File: src/design/bole_pkg.sv
// Shared constants for the bounded ordered list engine.
// Holds capacity, derived widths, request and status codes. No dependencies.
`default_nettype none
package bole_pkg;
  localparam int CAPACITY = 16;
  localparam int AW = $clog2(CAPACITY);
  localparam int CW = $clog2(CAPACITY + 1);

  localparam logic [2:0] REQ_INS_HEAD = 3'd0;
  localparam logic [2:0] REQ_INS_TAIL = 3'd1;
  localparam logic [2:0] REQ_INS_POS  = 3'd2;
  localparam logic [2:0] REQ_DEL_HEAD = 3'd3;
  localparam logic [2:0] REQ_DEL_TAIL = 3'd4;
  localparam logic [2:0] REQ_DEL_VAL  = 3'd5;
  localparam logic [2:0] REQ_TRAVERSE = 3'd6;

  localparam logic [1:0] ST_DONE      = 2'd0;
  localparam logic [1:0] ST_EMPTY     = 2'd1;
  localparam logic [1:0] ST_NOT_FOUND = 2'd2;
  localparam logic [1:0] ST_FULL      = 2'd3;
endpackage
`default_nettype wire

File: src/design/bounded_ordered_list_engine_top.sv
// Bounded ordered list engine: list held in one synchronous RAM, shifted
// entry by entry on insert and delete. Depends on bole_pkg.
// Insert and delete move one entry per step; value search compares entries in
// list order; traverse reads elements one at a time through the single RAM
// read port. One request at a time.
// Reset (synchronous, rst_n low) empties the list; RAM contents are not cleared.
`default_nettype none
module bounded_ordered_list_engine_top
  import bole_pkg::*;
(
  input  wire logic        clk,
  input  wire logic        rst_n,
  input  wire logic        in_tvalid,
  output logic             in_tready,
  input  wire logic [39:0] in_tdata,   // [31:0] item_value, [39:32] insert_position
  input  wire logic [2:0]  in_tuser,   // [2:0] req_type
  output logic             out_tvalid,
  input  wire logic        out_tready,
  output logic [39:0]      out_tdata,  // [31:0] out_value, [36:32] element_count, zero fill
  output logic [1:0]       out_tuser,  // [1:0] status
  output logic             out_tlast
);

  typedef enum logic [3:0] {
    S_IDLE, S_SU, S_SU_W, S_DEL_RD, S_SD_RD, S_SD_WR,
    S_SC_RD, S_SC_CMP, S_TR_RD, S_TR_DAT, S_RESP
  } state_t;

  logic [31:0]   mem [CAPACITY];
  logic [31:0]   rd_q;
  logic [AW-1:0] ra;
  logic          we;
  logic [AW-1:0] wa;
  logic [31:0]   wd;

  state_t        state_r;
  logic [CW-1:0] len_r;
  logic [CW-1:0] i_r;
  logic [CW-1:0] idx_r;
  logic [31:0]   val_r;
  logic [31:0]   v_r;
  logic [1:0]    st_r;
  logic          lst_r;
  logic          trav_r;
  logic          out_valid_r;
  logic [31:0]   out_value_r;
  logic [1:0]    out_status_r;
  logic          out_last_r;
  logic [CW-1:0] out_count_r;

  logic          in_acc;
  logic          out_free;
  logic [2:0]    req;
  logic [7:0]    pos;
  logic [CW-1:0] ins_idx;

  assign in_tready  = (state_r == S_IDLE);
  assign in_acc     = in_tvalid && in_tready;
  assign out_free   = !out_valid_r || out_tready;
  assign req        = in_tuser;
  assign pos        = in_tdata[39:32];
  assign out_tvalid = out_valid_r;
  assign out_tdata  = {3'b000, out_count_r, out_value_r};
  assign out_tuser  = out_status_r;
  assign out_tlast  = out_last_r;

  // Insert slot, clamped to the tail.
  always_comb begin
    if (req == REQ_INS_HEAD || pos <= 8'd1) begin
      ins_idx = '0;
    end else if (req == REQ_INS_TAIL || {1'b0, pos} - 9'd1 >= 9'(len_r)) begin
      ins_idx = len_r;
    end else begin
      ins_idx = CW'(pos - 8'd1);
    end
  end

  // RAM port control.
  always_comb begin
    ra = i_r[AW-1:0];
    we = 1'b0;
    wa = i_r[AW-1:0];
    wd = rd_q;
    unique case (state_r)
      S_IDLE: begin
        if (req == REQ_DEL_TAIL) ra = AW'(len_r - CW'(1));
        else ra = '0;
      end
      S_SU: begin
        ra = AW'(i_r - CW'(1));
        if (i_r <= idx_r) begin
          we = 1'b1;
          wa = idx_r[AW-1:0];
          wd = val_r;
        end
      end
      S_SU_W:  we = 1'b1;
      S_SD_RD: ra = AW'(i_r + CW'(1));
      S_SD_WR: we = 1'b1;
      default: ;
    endcase
  end

  always_ff @(posedge clk) begin
    if (we) mem[wa] <= wd;
    rd_q <= mem[ra];
  end

  always_ff @(posedge clk) begin
    if (!rst_n) begin
      state_r     <= S_IDLE;
      len_r       <= '0;
      out_valid_r <= 1'b0;
    end else begin
      if (out_valid_r && out_tready && state_r != S_RESP) out_valid_r <= 1'b0;
      unique case (state_r)
        S_IDLE: begin
          if (in_acc) begin
            val_r  <= in_tdata[31:0];
            trav_r <= (req == REQ_TRAVERSE) && (len_r != '0);
            lst_r  <= 1'b1;
            v_r    <= '0;
            case (req) inside
              REQ_INS_HEAD, REQ_INS_TAIL, REQ_INS_POS: begin
                if (len_r >= CW'(CAPACITY)) begin
                  st_r    <= ST_FULL;
                  state_r <= S_RESP;
                end else begin
                  st_r    <= ST_DONE;
                  idx_r   <= ins_idx;
                  i_r     <= len_r;
                  state_r <= S_SU;
                end
              end
              REQ_DEL_HEAD, REQ_DEL_TAIL: begin
                if (len_r == '0) begin
                  st_r    <= ST_EMPTY;
                  state_r <= S_RESP;
                end else begin
                  st_r    <= ST_DONE;
                  i_r     <= (req == REQ_DEL_TAIL) ? len_r - CW'(1) : '0;
                  state_r <= S_DEL_RD;
                end
              end
              REQ_DEL_VAL: begin
                if (len_r == '0) begin
                  st_r    <= ST_EMPTY;
                  state_r <= S_RESP;
                end else begin
                  st_r    <= ST_DONE;
                  i_r     <= '0;
                  state_r <= S_SC_RD;
                end
              end
              REQ_TRAVERSE: begin
                if (len_r == '0) begin
                  st_r    <= ST_EMPTY;
                  state_r <= S_RESP;
                end else begin
                  st_r    <= ST_DONE;
                  i_r     <= '0;
                  state_r <= S_TR_RD;
                end
              end
              default: begin
                st_r    <= ST_DONE;
                state_r <= S_RESP;
              end
            endcase
          end
        end
        S_SU: begin
          if (i_r > idx_r) begin
            state_r <= S_SU_W;
          end else begin
            len_r   <= len_r + CW'(1);
            state_r <= S_RESP;
          end
        end
        S_SU_W: begin
          i_r     <= i_r - CW'(1);
          state_r <= S_SU;
        end
        S_DEL_RD: begin
          v_r     <= rd_q;
          state_r <= S_SD_RD;
        end
        S_SD_RD: begin
          if (i_r + CW'(1) < len_r) begin
            state_r <= S_SD_WR;
          end else begin
            len_r   <= len_r - CW'(1);
            state_r <= S_RESP;
          end
        end
        S_SD_WR: begin
          i_r     <= i_r + CW'(1);
          state_r <= S_SD_RD;
        end
        S_SC_RD: begin
          if (i_r == len_r) begin
            st_r    <= ST_NOT_FOUND;
            state_r <= S_RESP;
          end else begin
            state_r <= S_SC_CMP;
          end
        end
        S_SC_CMP: begin
          if (rd_q == val_r) begin
            v_r     <= rd_q;
            state_r <= S_SD_RD;
          end else begin
            i_r     <= i_r + CW'(1);
            state_r <= S_SC_RD;
          end
        end
        S_TR_RD: state_r <= S_TR_DAT;
        S_TR_DAT: begin
          v_r     <= rd_q;
          lst_r   <= (i_r + CW'(1) == len_r);
          state_r <= S_RESP;
        end
        S_RESP: begin
          if (out_free) begin
            out_valid_r  <= 1'b1;
            out_status_r <= st_r;
            out_value_r  <= v_r;
            out_last_r   <= lst_r;
            out_count_r  <= len_r;
            if (trav_r && !lst_r) begin
              i_r     <= i_r + CW'(1);
              state_r <= S_TR_RD;
            end else begin
              state_r <= S_IDLE;
            end
          end
        end
        default: state_r <= S_IDLE;
      endcase
    end
  end

  a_status_last: assert property (@(posedge clk) disable iff (!rst_n)
    out_tvalid && out_tuser != ST_DONE |-> out_tlast && out_tdata[31:0] == 32'd0)
    else $error("nonzero status must be a single zero-valued result");
  a_count_bound: assert property (@(posedge clk) disable iff (!rst_n)
    out_tvalid |-> out_tdata[36:32] <= CW'(CAPACITY))
    else $error("element count beyond capacity");
  a_one_at_a_time: assert property (@(posedge clk) disable iff (!rst_n)
    in_tvalid && in_tready |=> !in_tready)
    else $error("second request taken while busy");
endmodule
`default_nettype wire

File: config.mk
export PLATFORM = sky130hd
export DESIGN_NAME = bounded_ordered_list_engine_top
export DESIGN_NICKNAME = d
export VERILOG_FILES = /design/src/design/bole_pkg.sv /design/src/design/bounded_ordered_list_engine_top.sv
export SDC_FILE = /design/constraint.sdc
export NUM_CORES = 1
export LEC_CHECK = 0
export ABC_AREA = 1
export BUFFER_PORTS_ARGS = -buffer_cell sky130_fd_sc_hd__buf_2
export CAP_MARGIN = 15
export CELL_PAD_IN_SITES_DETAIL_PLACEMENT = 1
export CELL_PAD_IN_SITES_GLOBAL_PLACEMENT = 1
export CORE_ASPECT_RATIO = 1.4
export CORE_MARGIN = 3
export CORE_UTILIZATION = 54
export DETAILED_ROUTE_END_ITERATION = 10
export GPL_TIMING_DRIVEN = 0
export PLACE_DENSITY_LB_ADDON = 0.1
export SLEW_MARGIN = 10
export SYNTH_ARGS = -nofsm -noshare
export SYNTH_HDL_FRONTEND = slang
export SYNTH_SLANG_ARGS = --single-unit
export TNS_END_PERCENT = 30
File: constraint.sdc
create_clock -name clk -period 8.7 [get_ports clk]
set_input_delay 0.87 -clock clk [delete_from_list [all_inputs] [get_ports clk]]
set_output_delay 0.87 -clock clk [all_outputs]
set_load 0.05 [all_outputs]
==> summary.md <==
| Metric | Value |
|---|---|
| Cell area after synthesis | 29,000 um^2 |
| PostCTS Resize Cnt | 0 |
| Final worst path period share | 52.2% |
| Hold Buf Count CTS | 0 |
| Final HPWL DP | 67.8 mm |
| Critical Path, Cell by Cell | ha_1 -> nand2_1 -> nor3_1 -> o21ai_0 -> nand2_1 -> clkbuf_1 -> buf_1 -> nor2_1 -> a21oi_1 |
| DRC Markers | 0 |
| Minimum clock period after layout | 4540 ps |
| Root buffer cell | clkbuf_16 |
| WL per Instance | 27.2 um |
| Nets | 2,987 |
| Hold Worst Slack | 418 ps |
| Critical Path Start | i_r[3]$_DFFE_PP_ |
| Dpl cell area | 31,100 um^2 |
| Routed WL | 100 mm |
| Register area | 19,800 um^2 |
| Synthesized flop and latch total | 672 |
| CTS tree | yes |
| Post-synth EDFFs | 630 |
| Max_cap viols | 0 |
| Synth cell count leaders | 845 x nand2_1, 630 x edfxtp_1, 511 x nand3_1, 198 x inv_1, 122 x nor2_1 |
| Initial antenna violation count | 0 |
| CTS sink count | 672 |
| Most area-consuming cells after synthesis | edfxtp_1 65%, nand2_1 11%, nand3_1 8.8%, dfxtp_1 2.9%, inv_1 2.6% |
| Post-Syn Instances | 2,713 |
| Setup_tns | 0 ps |
| Clk slew on worst S/H paths | 70 ps |
| Slew headroom | 15.2% |
| RSZ-0062 raised after global routing | no |
| CP arrival | 4770 ps |
| Most common cell on crit path | nand2_1 |
| Reg-to-Reg Start | i_r[3]$_DFFE_PP_ |
| Post-synth cell types | 40 |
| R2r setup slk | 4160 ps |
| Pre-CTS setup slack | 4250 ps |
| Slowest stage delay, CP | 1010 ps |
| Min-delay src | v_r[14]$_SDFFCE_PN0P_ |
| Std-Cell Rows | 99 |
| Final setup margin | 4160 ps |
| Worst-Skew Late Latency | 620 ps |
| Filler cells | 5,522 |
| Max clock buf depth | 3 |
| Primary FF master, synth | edfxtp_1 |
| First-pass GRT wire length | 147 mm |
| Area of the die | 56,600 um^2 |
| CP endpoint kind | flop |
| Gpl congestion | 0.873 |
| Fin Clk Skew | 21.6 ps |
| CP Max Fanout | 16 |
| Drt first pass iters | 5 |
| Yosys top cell area share | 65.2% |
| Via/cell ratio | 6.11 |
| Post-synthesis sequential area ratio | 68.1% |
| Worst Tran Pin Value | 1270 ps |
| Most frequent cell after synthesis | nand2_1 |
| Final instance area | 33,400 um^2 |
| GRT overflow | 0 |
| Post-CTS setup buffers | 0 |
| DR iter-0 viols | 2,185 |
| Port Buf Inserts | 88 |
| Setup violators final | 0 |
| H-Tree Level Count | 3 |
| Total track usage | 35.1% |
| Setup crit start kind | flop |
| Warnings, synthesis | 0 |
| Final Hold Viols | 0 |
| Crit-path slowest cell | a21oi_1 |
| CTS buffer count | 67 |
| Setup Crit Path Kind | flop to flop |
| Die X-Extent | 202 um |
| Final ANT Viol Nets | 0 |
| Core Region | 52,600 um^2 |
| Proportion of layout cells with a drive suffix above 1 | 13.4% |
| Hold crit path type | flop to flop |
| Die height | 280 um |
| Status | complete, no violations |
| Area grow syn2layout | 15.3% |
| Area leader, netlist | edfxtp_1 |
| Slew Viols, Final | 0 |
| Max frequency | 0.220 GHz |
| Vias in the first global route | 24.0k |
| I/O pin cnt | 92 |
| CP Data Required Time | 8930 ps |
| Syn avg cell area | 10.7 um^2 |
| Antenna Cells | 0 |
| Initial Util | 55.1% |
| Pin count of the biggest net entering global routing | 25 |
| Vias | 22.5k |
| Area of the multi-input gates | 7930 um^2 |
| Async SR Flop Fraction | 0% |
[flip-flops by register name (all words and copies together), names as in the netlist, 4 cells and up]
signal,cells
out_value_r,32
rd_q,32
mem,512
v_r,32
out_count_r,5
val_r,32
len_r,5
idx_r,5
state_r,4
i_r,5
[worst max-delay path, delay by kind of cell (launching register included)]
kind            cells  cell delay [ps]
flops               1              520
buf+inv             2             1600
compound gates      2             1130
simple gates        4              510
fa+ha+maj           1              390
[worst paths after layout]
check	to	cells past startpoint
hold reg to reg	out_value_r[14]$_DFFE_PP_	0
setup / recovery	mem[7][18]$_DFFE_PP_	9
hold / removal	out_value_r[14]$_DFFE_PP_	0
setup reg to reg	mem[7][18]$_DFFE_PP_	9
[cell usage in the layout, fill, tap and decap left out, drive strengths merged, types with 7 or more instances in the layout]
cell type  netlist  routed
nand2          848     848
edfxtp         630     630
nand3          512     512
buf            118     252
inv            203     207
nor2           129     129
clkbuf          30     125
o21ai           44      44
dfxtp           42      42
a21oi           34      34
nand3b          33      33
ha              22      22
xnor2           17      17
clkinv           0      17
xor2            14      14
nand4            8       8
o211ai           7       7
[final cells by class]
cell class / count / share of cell area [%]
Buffer: 148 / 2.20
Clock buffer: 95 / 5.76
Clock inverter: 29 / 0.992
Inverter: 203 / 2.28
Multi-Input combinational cell: 1692 / 23.7
Sequential cell: 672 / 59.1
Tap cell: 707 / 2.65
Timing Repair Buffer: 134 / 3.30
[cells by family after synthesis]
logic type | count (synthesis) | share of synthesized area, %
flops | 672 | 68.1
xor+xnor | 31 | 0.936
simple gates | 1537 | 22.8
buf+inv | 351 | 5.16
compound gates | 98 | 1.93
other cells | 1 | 0.0129
fa+ha+maj | 22 | 0.949
mux | 1 | 0.0388
[through the flow]
stage	util [%]	cells
after floorplan	-	2715
after global placement	57.6	3510
after detailed placement	59.1	3552
after CTS	63.4	3676
after global routing	63.5	3680
final	63.5	3680
[routing by layer]
layer	up-vias	routed length (um)	GRT usage, %
met3	381	7730	5.63
met5	-	0	0
met2	1270	50400	61.6
met1	11159	35200	40.7
li1	9657	-	-
met4	0	6690	20.8
Power is not shown: default switching activity piles up to over one toggle a cycle in this logic, so the estimate is an artifact.
